## src/hdl/assert_macros.svh

```systemverilog
// Assertion helpers for the RTL.
`ifndef ASSERT_MACROS_SVH
`define ASSERT_MACROS_SVH
`ifndef SYNTHESIS
// Check that cons holds in the same cycle as ante.
`define ASSERT_IMPLY(label, clock, resetn, ante, cons) \
    label: assert property (@(posedge clock) disable iff (!resetn) (ante) |-> (cons)) \
        else $error("same-cycle check failed");
// Check that cons holds in the cycle after ante.
`define ASSERT_NEXT(label, clock, resetn, ante, cons) \
    label: assert property (@(posedge clock) disable iff (!resetn) (ante) |=> (cons)) \
        else $error("next-cycle check failed");
`else
`define ASSERT_IMPLY(label, clock, resetn, ante, cons)
`define ASSERT_NEXT(label, clock, resetn, ante, cons)
`endif
`endif

```

## src/hdl/dll_pkg.sv

```systemverilog
`timescale 1ns / 1ps

package dll_pkg;

    localparam int NUM_W  = 32;
    localparam int LINE_W = 24;
    localparam int OFF_W  = 24;
    localparam int LEN_W  = 16;

    // Lexer modes
    localparam logic [1:0] MODE_IDLE = 2'd0;
    localparam logic [1:0] MODE_NAME = 2'd1;
    localparam logic [1:0] MODE_DEC  = 2'd2;
    localparam logic [1:0] MODE_HEX  = 2'd3;

    // Token kinds
    localparam logic [2:0] KIND_END    = 3'd0;
    localparam logic [2:0] KIND_NUMBER = 3'd1;
    localparam logic [2:0] KIND_SYMBOL = 3'd2;
    localparam logic [2:0] KIND_NAME   = 3'd3;

    // Keyword slots: 0 enum, 1 struct, 2 union
    localparam logic [1:0] KW_ENUM   = 2'd0;
    localparam logic [1:0] KW_STRUCT = 2'd1;
    localparam logic [1:0] KW_UNION  = 2'd2;

    localparam logic [7:0] CH_NEWLINE = 8'h0A;
    localparam logic [7:0] CH_SPACE   = 8'h20;
    localparam logic [7:0] CH_DOLLAR  = 8'h24;
    localparam logic [7:0] CH_MINUS   = 8'h2D;
    localparam logic [7:0] CH_UNDER   = 8'h5F;

    localparam logic [LEN_W-1:0] LEN_MAX = 16'hFFFF;

    typedef struct packed {
        logic [2:0]        kind;
        logic [NUM_W-1:0]  value;
        logic [7:0]        sym;
        logic [LINE_W-1:0] line;
        logic [OFF_W-1:0]  offset;
        logic [LEN_W-1:0]  length;
    } token_t;

    // Up to three tokens caused by one input item
    typedef struct packed {
        token_t [2:0] tok;
        logic [1:0]   count;
    } token_group_t;

    typedef struct packed {
        logic              wr;
        logic [LINE_W-1:0] data;
    } cfg_write_t;

    function automatic logic is_space(input logic [7:0] c);
        return (c == CH_SPACE) || (c >= 8'd9 && c <= 8'd13);
    endfunction

    function automatic logic is_alpha(input logic [7:0] c);
        return (c >= 8'h41 && c <= 8'h5A) || (c >= 8'h61 && c <= 8'h7A);
    endfunction

    function automatic logic is_digit(input logic [7:0] c);
        return (c >= 8'h30 && c <= 8'h39);
    endfunction

    // Bit 4 set when c is a hex digit, low nibble is its value
    function automatic logic [4:0] hex_digit(input logic [7:0] c);
        logic [4:0] h;
        h = 5'd0;
        if (is_digit(c))
        begin
            h = {1'b1, c[3:0]};
        end
        else if ((c >= 8'h61 && c <= 8'h66) || (c >= 8'h41 && c <= 8'h46))
        begin
            h = {1'b1, 4'(c[3:0] + 4'd9)};
        end
        return h;
    endfunction

    function automatic logic [2:0] kw_len(input logic [1:0] k);
        logic [2:0] n;
        case (k)
            KW_ENUM:   n = 3'd4;
            KW_STRUCT: n = 3'd6;
            KW_UNION:  n = 3'd5;
            default:   n = 3'd0;
        endcase
        return n;
    endfunction

    function automatic logic [7:0] kw_char(input logic [1:0] k, input logic [2:0] idx);
        logic [7:0] ch;
        case ({k, idx})
            {KW_ENUM, 3'd0}:   ch = 8'h65; // e
            {KW_ENUM, 3'd1}:   ch = 8'h6E; // n
            {KW_ENUM, 3'd2}:   ch = 8'h75; // u
            {KW_ENUM, 3'd3}:   ch = 8'h6D; // m
            {KW_STRUCT, 3'd0}: ch = 8'h73; // s
            {KW_STRUCT, 3'd1}: ch = 8'h74; // t
            {KW_STRUCT, 3'd2}: ch = 8'h72; // r
            {KW_STRUCT, 3'd3}: ch = 8'h75; // u
            {KW_STRUCT, 3'd4}: ch = 8'h63; // c
            {KW_STRUCT, 3'd5}: ch = 8'h74; // t
            {KW_UNION, 3'd0}:  ch = 8'h75; // u
            {KW_UNION, 3'd1}:  ch = 8'h6E; // n
            {KW_UNION, 3'd2}:  ch = 8'h69; // i
            {KW_UNION, 3'd3}:  ch = 8'h6F; // o
            {KW_UNION, 3'd4}:  ch = 8'h6E; // n
            default:           ch = 8'h00;
        endcase
        return ch;
    endfunction

endpackage

```

## src/hdl/dll_core.sv

```systemverilog
`timescale 1ns / 1ps

module dll_core #(
    parameter int VALUE_WIDTH    = 32,
    parameter int POSITION_WIDTH = 24
) (
    input  logic                  clk,
    input  logic                  rst_n,
    input  logic                  item_valid,
    input  logic                  has_byte,
    input  logic [7:0]            in_byte,
    input  logic                  is_last,
    input  logic                  group_free,
    input  dll_pkg::cfg_write_t   cfg,
    output logic                  item_take,
    output dll_pkg::token_group_t group
);

    localparam int VC = (VALUE_WIDTH < dll_pkg::NUM_W) ? VALUE_WIDTH : dll_pkg::NUM_W;
    localparam int PC = (POSITION_WIDTH < dll_pkg::OFF_W) ? POSITION_WIDTH : dll_pkg::OFF_W;

    logic [1:0]                    mode_reg, mode_next;
    logic [VALUE_WIDTH-1:0]        acc_reg, acc_next;
    logic                          neg_reg, neg_next;
    logic [2:0]                    kw_reg, kw_next;
    logic [dll_pkg::LINE_W-1:0]    line_reg, line_next;
    logic [POSITION_WIDTH-1:0]     pos_reg, pos_next;
    logic [POSITION_WIDTH-1:0]     start_pos_reg, start_pos_next;
    logic [dll_pkg::LINE_W-1:0]    start_line_reg, start_line_next;
    logic [dll_pkg::LEN_W-1:0]     len_reg, len_next;
    logic                          fresh_reg, fresh_next;
    logic [dll_pkg::LINE_W-1:0]    first_line_reg;
    logic [4:0]                    hex;
    logic                          extend;
    logic [1:0]                    n;

    function automatic logic [dll_pkg::OFF_W-1:0] to_offset(input logic [POSITION_WIDTH-1:0] p);
        return dll_pkg::OFF_W'(p[PC-1:0]);
    endfunction

    // Build the token for a name or number being closed
    function automatic dll_pkg::token_t finish_tok(
        input logic [1:0]                 mode,
        input logic [2:0]                 kw,
        input logic [dll_pkg::LEN_W-1:0]  len,
        input logic [VALUE_WIDTH-1:0]     acc,
        input logic                       neg,
        input logic [dll_pkg::LINE_W-1:0] sline,
        input logic [POSITION_WIDTH-1:0]  spos
    );
        dll_pkg::token_t        t;
        logic [VALUE_WIDTH-1:0] v;
        t = '0;
        v = neg ? -acc : acc;
        t.line   = sline;
        t.offset = to_offset(spos);
        t.length = len;
        if (mode == dll_pkg::MODE_NAME)
        begin
            t.kind = dll_pkg::KIND_NAME;
            for (int k = 0; k < 3; k++)
            begin
                if (kw[k] && len == dll_pkg::LEN_W'(dll_pkg::kw_len(2'(k))))
                begin
                    t.kind = 3'(dll_pkg::KIND_NAME + 3'd1 + 3'(k));
                end
            end
        end
        else
        begin
            t.kind  = dll_pkg::KIND_NUMBER;
            t.value = dll_pkg::NUM_W'(v[VC-1:0]);
        end
        return t;
    endfunction

    // Step the lexer over one item and collect its tokens
    always_comb
    begin
        mode_next       = mode_reg;
        acc_next        = acc_reg;
        neg_next        = neg_reg;
        kw_next         = kw_reg;
        line_next       = line_reg;
        pos_next        = pos_reg;
        start_pos_next  = start_pos_reg;
        start_line_next = start_line_reg;
        len_next        = len_reg;
        fresh_next      = fresh_reg;
        group           = '0;
        n               = 2'd0;
        extend          = 1'b0;
        hex             = dll_pkg::hex_digit(in_byte);

        if (has_byte)
        begin
            // extend the open token if the byte fits it
            case (mode_reg)
                dll_pkg::MODE_NAME:
                begin
                    if (dll_pkg::is_alpha(in_byte) || dll_pkg::is_digit(in_byte) ||
                        in_byte == dll_pkg::CH_UNDER)
                    begin
                        extend = 1'b1;
                        for (int k = 0; k < 3; k++)
                        begin
                            if (len_reg >= dll_pkg::LEN_W'(dll_pkg::kw_len(2'(k))) ||
                                dll_pkg::kw_char(2'(k), len_reg[2:0]) != in_byte)
                            begin
                                kw_next[k] = 1'b0;
                            end
                        end
                    end
                end
                dll_pkg::MODE_DEC:
                begin
                    if (dll_pkg::is_digit(in_byte))
                    begin
                        extend   = 1'b1;
                        acc_next = (acc_reg << 3) + (acc_reg << 1) +
                                   VALUE_WIDTH'(in_byte[3:0]);
                    end
                end
                dll_pkg::MODE_HEX:
                begin
                    if (hex[4])
                    begin
                        extend   = 1'b1;
                        acc_next = (acc_reg << 4) | VALUE_WIDTH'(hex[3:0]);
                    end
                end
                default:
                begin
                    extend = 1'b0;
                end
            endcase

            if (extend)
            begin
                len_next = (len_reg == dll_pkg::LEN_MAX) ? len_reg
                                                          : len_reg + dll_pkg::LEN_W'(1);
            end
            else
            begin
                // close the open token
                if (mode_reg != dll_pkg::MODE_IDLE)
                begin
                    group.tok[n] = finish_tok(mode_reg, kw_reg, len_reg, acc_reg, neg_reg,
                                              start_line_reg, start_pos_reg);
                    n = n + 2'd1;
                end
                mode_next = dll_pkg::MODE_IDLE;
                acc_next  = '0;
                neg_next  = 1'b0;
                kw_next   = 3'b000;
                len_next  = '0;

                // start a new token from idle, or emit a symbol token
                if (dll_pkg::is_space(in_byte))
                begin
                    if (in_byte == dll_pkg::CH_NEWLINE)
                    begin
                        line_next = line_reg + dll_pkg::LINE_W'(1);
                    end
                end
                else if (dll_pkg::is_alpha(in_byte) || in_byte == dll_pkg::CH_UNDER)
                begin
                    mode_next       = dll_pkg::MODE_NAME;
                    start_pos_next  = pos_reg;
                    start_line_next = line_reg;
                    len_next        = dll_pkg::LEN_W'(1);
                    for (int k = 0; k < 3; k++)
                    begin
                        kw_next[k] = (dll_pkg::kw_char(2'(k), 3'd0) == in_byte);
                    end
                end
                else if (dll_pkg::is_digit(in_byte) || in_byte == dll_pkg::CH_MINUS)
                begin
                    mode_next       = dll_pkg::MODE_DEC;
                    start_pos_next  = pos_reg;
                    start_line_next = line_reg;
                    len_next        = dll_pkg::LEN_W'(1);
                    neg_next        = (in_byte == dll_pkg::CH_MINUS);
                    acc_next        = (in_byte == dll_pkg::CH_MINUS) ? '0
                                      : VALUE_WIDTH'(in_byte[3:0]);
                end
                else if (in_byte == dll_pkg::CH_DOLLAR)
                begin
                    mode_next       = dll_pkg::MODE_HEX;
                    start_pos_next  = pos_reg;
                    start_line_next = line_reg;
                    len_next        = dll_pkg::LEN_W'(1);
                end
                else
                begin
                    group.tok[n].kind   = dll_pkg::KIND_SYMBOL;
                    group.tok[n].sym    = in_byte;
                    group.tok[n].line   = line_reg;
                    group.tok[n].offset = to_offset(pos_reg);
                    group.tok[n].length = dll_pkg::LEN_W'(1);
                    n = n + 2'd1;
                end
            end
            pos_next   = pos_reg + POSITION_WIDTH'(1);
            fresh_next = 1'b0;
        end

        if (is_last)
        begin
            // close any open token, emit the end token, begin a new stream
            if (mode_next != dll_pkg::MODE_IDLE)
            begin
                group.tok[n] = finish_tok(mode_next, kw_next, len_next, acc_next, neg_next,
                                          start_line_next, start_pos_next);
                n = n + 2'd1;
            end
            group.tok[n].kind   = dll_pkg::KIND_END;
            group.tok[n].line   = line_next;
            group.tok[n].offset = to_offset(pos_next);
            n = n + 2'd1;

            mode_next       = dll_pkg::MODE_IDLE;
            acc_next        = '0;
            neg_next        = 1'b0;
            kw_next         = 3'b000;
            line_next       = first_line_reg;
            pos_next        = '0;
            start_pos_next  = '0;
            start_line_next = '0;
            len_next        = '0;
            fresh_next      = 1'b1;
        end
        group.count = n;
    end

    // Take the item when its tokens have room, or when it has none
    assign item_take = item_valid && (group.count == 2'd0 || group_free);

    always_ff @(posedge clk or negedge rst_n)
    begin
        if (!rst_n)
        begin
            mode_reg       <= dll_pkg::MODE_IDLE;
            acc_reg        <= '0;
            neg_reg        <= 1'b0;
            kw_reg         <= 3'b000;
            line_reg       <= dll_pkg::LINE_W'(1);
            pos_reg        <= '0;
            start_pos_reg  <= '0;
            start_line_reg <= '0;
            len_reg        <= '0;
            fresh_reg      <= 1'b1;
            first_line_reg <= dll_pkg::LINE_W'(1);
        end
        else
        begin
            if (cfg.wr)
            begin
                first_line_reg <= cfg.data;
            end
            if (item_take)
            begin
                mode_reg       <= mode_next;
                acc_reg        <= acc_next;
                neg_reg        <= neg_next;
                kw_reg         <= kw_next;
                line_reg       <= line_next;
                pos_reg        <= pos_next;
                start_pos_reg  <= start_pos_next;
                start_line_reg <= start_line_next;
                len_reg        <= len_next;
                fresh_reg      <= fresh_next;
            end
            else if (cfg.wr && fresh_reg)
            begin
                line_reg <= cfg.data;
            end
        end
    end

endmodule

```

## src/hdl/dll_out_buf.sv

```systemverilog
`timescale 1ns / 1ps

module dll_out_buf (
    input  logic                  clk,
    input  logic                  rst_n,
    input  logic                  load,
    input  dll_pkg::token_group_t group,
    output logic                  group_free,
    output logic                  out_valid,
    input  logic                  out_stall,
    output dll_pkg::token_t       tok,
    output logic                  last_of_run
);

    dll_pkg::token_group_t group_reg;
    logic [1:0]            idx_reg;
    logic                  busy_reg;
    logic                  beat;

    assign out_valid   = busy_reg;
    assign tok         = group_reg.tok[idx_reg];
    assign last_of_run = (2'(idx_reg + 2'd1) == group_reg.count);
    assign beat        = busy_reg && !out_stall;
    assign group_free  = !busy_reg || (beat && last_of_run);

    // Hold the token group and walk through it one beat at a time
    always_ff @(posedge clk or negedge rst_n)
    begin
        if (!rst_n)
        begin
            busy_reg <= 1'b0;
            idx_reg  <= 2'd0;
        end
        else if (load)
        begin
            busy_reg <= 1'b1;
            idx_reg  <= 2'd0;
        end
        else if (beat)
        begin
            if (last_of_run)
            begin
                busy_reg <= 1'b0;
            end
            idx_reg <= idx_reg + 2'd1;
        end
    end

    // Capture payload without reset
    always_ff @(posedge clk)
    begin
        if (load)
        begin
            group_reg <= group;
        end
    end

endmodule

```

## src/hdl/definition_language_lexer.sv

```systemverilog
`timescale 1ns / 1ps
// Channel  | Direction | Handshake            | Beat
// in       | input     | in_valid / in_stall  | has_byte, in_byte, is_last
// out      | output    | out_valid / out_stall| one token plus last_of_run
// cfg      | input     | cfg_valid / cfg_ready| cfg_data = first_line
//
// An input item is taken when the result bank can hold its tokens; an item that
// yields two or three tokens holds the next token-bearing item back until its extra
// tokens are gone, as the result bank drains one beat per cycle while out_stall is low.
// The first token of an accepted item passes the input register, then the result bank,
// before it is offered, and a stall can hold it in between. Reset clears all control
// state; no clearing pass.
// out_stall backs up through the result bank into in_stall.

`include "assert_macros.svh"

module definition_language_lexer #(
    parameter int VALUE_WIDTH    = 32,
    parameter int POSITION_WIDTH = 24
) (
    input  logic                          clk,
    input  logic                          rst_n,
    input  logic                          in_valid,
    output logic                          in_stall,
    input  logic                          has_byte,
    input  logic [7:0]                    in_byte,
    input  logic                          is_last,
    output logic                          out_valid,
    input  logic                          out_stall,
    output logic [2:0]                    token_kind,
    output logic signed [dll_pkg::NUM_W-1:0] number_value,
    output logic [7:0]                    symbol_byte,
    output logic [dll_pkg::LINE_W-1:0]    token_line,
    output logic [dll_pkg::OFF_W-1:0]     token_offset,
    output logic [dll_pkg::LEN_W-1:0]     token_length,
    output logic                          last_of_run,
    input  logic                          cfg_valid,
    output logic                          cfg_ready,
    input  logic [dll_pkg::LINE_W-1:0]    cfg_data
);

    logic                  in_full_reg;
    logic                  has_byte_reg;
    logic [7:0]            byte_reg;
    logic                  is_last_reg;
    logic                  item_take;
    logic                  group_free;
    logic                  load;
    dll_pkg::token_group_t group;
    dll_pkg::token_t       tok;
    dll_pkg::cfg_write_t   cfg;

    assign cfg_ready = 1'b1;
    assign cfg.wr    = cfg_valid && cfg_ready;
    assign cfg.data  = cfg_data;

    // Stall only while the held item cannot move on
    assign in_stall = in_full_reg && !item_take;

    // Input register
    always_ff @(posedge clk or negedge rst_n)
    begin
        if (!rst_n)
        begin
            in_full_reg <= 1'b0;
        end
        else if (in_valid && !in_stall)
        begin
            in_full_reg <= 1'b1;
        end
        else if (item_take)
        begin
            in_full_reg <= 1'b0;
        end
    end

    always_ff @(posedge clk)
    begin
        if (in_valid && !in_stall)
        begin
            has_byte_reg <= has_byte;
            byte_reg     <= in_byte;
            is_last_reg  <= is_last;
        end
    end

    dll_core #(
        .VALUE_WIDTH    (VALUE_WIDTH),
        .POSITION_WIDTH (POSITION_WIDTH)
    ) u_core (
        .clk        (clk),
        .rst_n      (rst_n),
        .item_valid (in_full_reg),
        .has_byte   (has_byte_reg),
        .in_byte    (byte_reg),
        .is_last    (is_last_reg),
        .group_free (group_free),
        .cfg        (cfg),
        .item_take  (item_take),
        .group      (group)
    );

    assign load = item_take && (group.count != 2'd0);

    dll_out_buf u_out_buf (
        .clk         (clk),
        .rst_n       (rst_n),
        .load        (load),
        .group       (group),
        .group_free  (group_free),
        .out_valid   (out_valid),
        .out_stall   (out_stall),
        .tok         (tok),
        .last_of_run (last_of_run)
    );

    assign token_kind   = tok.kind;
    assign number_value = tok.value;
    assign symbol_byte  = tok.sym;
    assign token_line   = tok.line;
    assign token_offset = tok.offset;
    assign token_length = tok.length;

    `ASSERT_IMPLY(a_stall_needs_item, clk, rst_n, in_stall, in_full_reg)
    `ASSERT_IMPLY(a_load_needs_room, clk, rst_n, load, group_free)
    `ASSERT_NEXT(a_load_shows_token, clk, rst_n, load, out_valid)
    `ASSERT_IMPLY(a_end_is_last, clk, rst_n, out_valid && token_kind == dll_pkg::KIND_END, last_of_run)

endmodule
```

## config.mk

```make
export PLATFORM = sky130hd
export DESIGN_NAME = definition_language_lexer
export DESIGN_NICKNAME = d
export VERILOG_FILES = /design/src/hdl/dll_pkg.sv /design/src/hdl/dll_core.sv /design/src/hdl/dll_out_buf.sv /design/src/hdl/definition_language_lexer.sv
export VERILOG_INCLUDE_DIRS = /design/src /design/src/hdl
export SDC_FILE = /design/constraint.sdc
export NUM_CORES = 1
export LEC_CHECK = 0
export BUFFER_PORTS_ARGS = -buffer_cell sky130_fd_sc_hd__buf_2
export CAP_MARGIN = 5
export CORE_MARGIN = 2
export CORE_UTILIZATION = 30
export CTS_CLUSTER_DIAMETER = 50
export DETAILED_ROUTE_END_ITERATION = 10
export GPL_ROUTABILITY_DRIVEN = 0
export GPL_TIMING_DRIVEN = 0
export SYNTH_ARGS = -nofsm -noshare
export SYNTH_HDL_FRONTEND = slang
export SYNTH_SLANG_ARGS = --single-unit
```

## constraint.sdc

```tcl
create_clock -name clk -period 18.1 [get_ports clk]
set_input_delay 0.905 -clock clk [delete_from_list [all_inputs] [get_ports clk]]
set_output_delay 0.905 -clock clk [all_outputs]
set_load 0.1 [all_outputs]
```

After elaboration in Yosys (flattened, before gate mapping)
Index checks and enable logic that the tools add are counted.
- add/subtract/negate cells: 12
- multiply operators: 0
- div/mod/pow operators: 0
- magnitude comparators: 20
- eq/ne operators: 28
- shifts and indexed selects: 0
- multiplexer cells: 203
- bitwise operators: 1
- reduce and logical (&&, ||, !) cells: 52
- operators by type and width (kind ; number):
    321-bit bitwise mux ; 9
    321-bit two-way mux ; 9
    107-bit demux with 2-bit select ; 9
    107-bit two-way mux ; 7
    24-bit two-way mux ; 23
    32-bit two-way mux ; 14
    107-bit binary-select mux with 2-bit select ; 1
    8-bit two-way mux ; 21
    3-bit two-way mux ; 47
    16-bit two-way mux ; 8
    64-bit two-way mux ; 2
    16-bit by 3-bit equality test with 1-bit output ; 6
    40-bit two-way mux ; 2
    72-bit two-way mux ; 1
    32-bit negator ; 2
    32-bit one-hot mux with 2 select lines ; 1
    7-bit one-hot mux with 4 select lines ; 2
    24-bit by 1-bit adder with 24-bit output, second input constant ; 2
    16-bit by 3-bit >= comparator with 1-bit output ; 3
    2-bit two-way mux ; 20
    7-bit one-hot mux with 5 select lines ; 1
    32-bit adder ; 1
    32-bit by 4-bit adder with 32-bit output ; 1
    8-bit by 7-bit <= comparator with 1-bit output, second input constant ; 4
    other kinds (35) ; 120
- register bits: 512
- bits in latches: 0
- RAM bits: 0
- bits in read-only memories: 0
- bits of input ports: 39
- output and inout bits: 111
- logic and storage cells: 352
- memories: 0

Logic depth before layout (Yosys ltp)
- depth in word-level cells: 37
- depth in mapped cells: 22
- depth with buffers taken out: 19

Cells and area by module
From an unflattened synthesis, not the netlist that was laid out.
- cells, all modules: 3512
- area total of the unflattened synthesis: 32502.4 um^2
- modules (own cells, without submodules) (module ; times used ; cells each ; area each (um^2) ; seq. area each (um^2)):
    dll_core ; 1 ; 2794 ; 20045.5 ; 4383.0
    dll_out_buf ; 1 ; 700 ; 12080.3 ; 9774.4
    definition_language_lexer ; 1 ; 18 ; 376.6 ; 325.3

Least setup slack after synthesis
No wires, ideal clock.
- kind: reg-to-reg
- from: reg byte_reg[1]
- to: reg u_out_buf.group_reg[0] (netlist name) (enable)
- library setup time: 1002 ps
- arrival time: 17322 ps
- data required time: 17098 ps
- slack: -224 ps
- stages on the path, launching flop included: 20
- path buffers: 2
- period minus slack after synthesis: 18324 ps
- path through: edfxtp_1 -> clkbuf_1 -> inv_1 -> ha_1 -> or3b_2 -> nor3_1 -> a211oi_1 -> nor2_1 -> a21oi_1 -> a211oi_2 -> inv_1 -> ha_1 -> nand2_1 -> o21a_1 -> ha_1 -> nand2_1 -> o32ai_1 -> o21ai_1 -> clkbuf_1 -> nor2_1
- longest elaborated chain between the ends: 19
- elaborated cells on any way between the ends: 57
- those cells by class: 2 x add/sub; 10 x order compare; 4 x eq/ne; 22 x mux; 19 x reduce/logical
- RTL lines (what ; RTL line ; source):
    start: declaration ; definition_language_lexer.sv:44 ; logic [7:0] byte_reg;
    start signal: assignment ; definition_language_lexer.sv:82 ; byte_reg <= in_byte;
    8-bit by 7-bit >= comparator with 1-bit output, or another cell as far along ; dll_pkg.sv:60, dll_pkg.sv:75 ;
    1-bit logical AND (on tied branches) ; dll_pkg.sv:75, dll_pkg.sv:60 ;
    1-bit logical OR (on tied branches) ; dll_pkg.sv:75, dll_pkg.sv:60 ;
    5-bit two-way mux or 1-bit logical OR (tied branches) ; dll_pkg.sv:75, dll_core.sv:101 ;
    5-bit two-way mux or 1-bit logical OR (tied branches) ; dll_pkg.sv:71, dll_core.sv:101 ;
    1-bit two-way mux (on tied branches) ; dll_core.sv:126, dll_core.sv:101 ;
    1-bit one-hot mux with 3 select lines ; dll_core.sv:98 ; case (mode_reg)
    1-bit two-way mux ; dll_core.sv:95 ; if (has_byte)
    (+4 left out) ; -- ;
    2-bit two-way mux ; dll_core.sv:208 ; if (is_last)
    2-bit by 1-bit adder with 2-bit output ; dll_core.sv:220 ; n = n + 2'd1;
    2-bit two-way mux (*) ; dll_core.sv:208 ;
    2-bit logical NOT ; dll_core.sv:237 ; assign item_take = item_valid && (group.count == 2'd0 || group_free);
    1-bit logical OR ; dll_core.sv:237 ;
    1-bit logical AND ; dll_core.sv:237 ;
    1-bit logical AND (*) ; definition_language_lexer.sv:103 ; assign load = item_take && (group.count != 2'd0);
    net load ; definition_language_lexer.sv:48 ; logic load;
    end signal: assignment ; dll_out_buf.sv:54 ; group_reg <= group;
    end: declaration ; dll_out_buf.sv:15 ; dll_pkg::token_group_t group_reg;
Mark *: on every way through the listed nets, which the timed path passes. The rest lies on a longest branch. The select of a mux whose other input is x is not followed.
A chain may end at the register's enable or synchronous reset.

Final worst setup path
- from: reg byte_reg[1]
- to: reg u_out_buf.group_reg[88] (netlist name) (enable)
The elaborated chain is that of the path after synthesis.

==> out/metrics.cfg <==
[drt]
detail-route-antenna-nets = 0
drc = 0
wl_per_cell_um = 25.5
wl_um = 131000
num_vias = 30900
drtIter0Drc = 4189
via_per_inst = 6.00
first_pass_iters = 6

[setup_path]
regToRegEndpoint = u_out_buf.group_reg[88]
r2r_cells = 22
crit_slowest_cell = clkbuf_1
required_ns = 18.44
rr_startpoint = byte_reg[1]
ff2ff_setup_slack_ns = 9.73
crit_chain = clkbuf_1, inv_1, ha_1, or3b_2, nor3_1, a2111o_1, nand3_1, nor2_1, nand3_1, ha_1, nand2_1, o21a_1, ha_1, nand2_1, o32ai_1, o21ai_1, clkbuf_1, nor2_4, buf_12, buf_12, buf_12, buf_12
crit_top_cell = buf_12
endpoint = u_out_buf.group_reg[88]
cp-startpoint = byte_reg[1]
slowest_delay_ns = 0.65
critPathKind = flip-flop to flip-flop
arrival_ns = 8.71
cp-end-kind = flip-flop
crit_path_max_fanout = 36
cp-start-kind = flip-flop

[yosys]
yosys-top-cells-area = edfxtp_1, dfrtp_1, mux2i_1, o21ai_0, nand2_1
ys_async_sr_fraction_pct = 35.5
seq_area_frac_synth_pct = 43.9
syn_nets = 3592
synth_top_flop_cell = edfxtp_1
synth.distinct_cells = 92
yosysTopAreaCell = edfxtp_1
yosysTopAreaCellShare_pct = 30.1
synthCells = 3472
synth_warnings = 0
synth.avg_cell_area_um2 = 9.33
synth_seq_cells = 504
synth_area_mm2 = 0.0324
synth_edf_count = 325

[cells_and_area]
largest_register_ffs = 315
instances_no_fill = 5144
final_util_pct = 34.6
syn_to_final_growth_pct = 14.3
nNetsFinal = 3811
drive_gt1_share_pct = 9.68
num-fill-cells = 10900

[global_routing]
grt-busiest-layer = met2
use_met2_pct = 32.4
antenna_found_initial = 12
grt_max_degree = 100
use_met1_pct = 31.8
grt_pass1_vias = 28700
grt.total_usage_pct = 22.8
met3_usage_pct = 6.11
grt_pass1_wl_um = 192000
overflow = 0

[floorplanning]
ioPinCount = 150
start_util_pct = 30.3
die_h_um = 333
core_area_mm2 = 0.107
rows = 120
die_area_mm2 = 0.111
fp.dieW_um = 333

[clocking]
htreeDepth = 2
clkTransAtPathRegs_ns = 0.06
cts_root_buffer = clkbuf_16
cts_tree = built
cts_sinks = 504
cts_made_buffers = 56
cts_resized = 0
clock_path_buffers = 3
insertion_delay_ns = 0.68

[timing]
hold_viol = 0
setup-violations-final = 0
fmax_mhz = 120
tns_ns = 0
relSlewSlack_pct = 4.22
rsz0062_at_grt = false
skew_ns = 0.0325
finalCritPeriodShare_pct = 46.2
max_slew.worst_pin.slew_ns = 1.44
drv_slew = 0
final.min_clock_period_ns = 8.37

[hold_path]
hold_class = primary input to flip-flop
min_from = in_byte[6]

[place]
io_buffers = 147
dpl.hpwl_um = 95300
post-place-cells = 5035

[run_status]
status = completed

[flow_run]
cap_violations = 0

## stage by stage
stage	hold slack [ns]	cell area, um2	setup WS (ns)
5_1_grt	0.414	37000	9.53
3_3_place_gp	0.482	34900	-0.171
6_report	0.413	37000	9.73
4_1_cts	0.398	37000	10.00
2_1_floorplan	0.470	32400	5.10
3_5_place_dp	0.487	35200	10.02
## layout by cell type (no fill, tap or decap), drive strengths merged, types with 71 or more instances in the layout
master / netlist / routed
o21ai: 302 / 302
clkbuf: 289 / 364
o31ai: 83 / 83
nand2: 386 / 386
buf: 39 / 199
mux2i: 177 / 177
nor2: 274 / 274
dfrtp: 176 / 176
a21oi: 188 / 188
xor2: 71 / 71
nand3: 103 / 103
edfxtp: 325 / 325
ha: 79 / 79
o22ai: 83 / 83
## layer usage
layer / wire [um] / share of wire (%)
met4: 7040 / 5.4
met1: 54800 / 42
met5: 113 / 0.086
met2: 53500 / 41
met3: 15700 / 12
## cell type report
class | count | area (um2) | area share [%]
inverter | 50 | 188 | 0.507
multi-input combinational | 2590 | 16700 | 45.1
tap | 1403 | 1760 | 4.74
buffer | 328 | 1270 | 3.43
timing repair buffer | 161 | 1020 | 2.76
sequential | 504 | 14200 | 38.5
antenna | 2 | 5.00 | 0.0135
clock buffer | 75 | 1540 | 4.17
clock inverter | 31 | 288 | 0.777
## cells in the mapped netlist, types with 38 or more instances
master,instances
a21oi_1,188
a221oi_1,57
a22o_1,60
and3_1,38
clkbuf_1,289
dfrtp_1,176
edfxtp_1,325
ha_1,79
inv_1,46
mux2_2,40
mux2i_1,177
nand2_1,386
nand3_1,103
nor2_1,274
nor3_1,58
o21ai_0,299
o22ai_1,83
o31ai_1,83
xnor2_1,61
xor2_1,71
## how the worst min path moves through the flow
stage | end | slack, ns | cells past startpoint
global placement | u_core.first_line_reg[18] | 0.48 | 1
global route | byte_reg[6] | 0.41 | 1
CTS | byte_reg[6] | 0.40 | 1
finish | byte_reg[6] | 0.41 | 1
floorplan | u_core.start_line_reg[12] | 0.47 | 2
detailed placement | u_core.first_line_reg[18] | 0.49 | 1
## repair_timing
action | 4_1_cts | 5_1_grt
buffers inserted | 0 | 0
hold buffers | 1 | 0
endpoints found under the hold margin | 1 | 0
## worst max-delay path: cells and delay by family, from the launching register on
kind,cells,cell delay (ns)
DFF,1,0.56
AOI/OAI and AO/OA,4,1.29
and+or+nand+nor,8,2.65
adders and majority gates,3,1.08
buffers and inverters,7,2.39
## cell families (layout without fill, tap and decap cells)
kind of cell / Yosys count / count (layout) / synth area share, %
compound gates: 1095 / 1095 / 22.6
xor+xnor: 132 / 132 / 3.57
fa+ha+maj: 81 / 81 / 3.17
buf+inv: 378 / 645 / 4.50
flops: 504 / 504 / 43.9
mux: 217 / 217 / 6.86
other cells: 1 / 3 / 0.0116
simple gates: 1064 / 1064 / 15.3
Power is left out: the tool's default activity adds up to more than one toggle a clock period on the data nets, which glitch-free logic cannot reach.
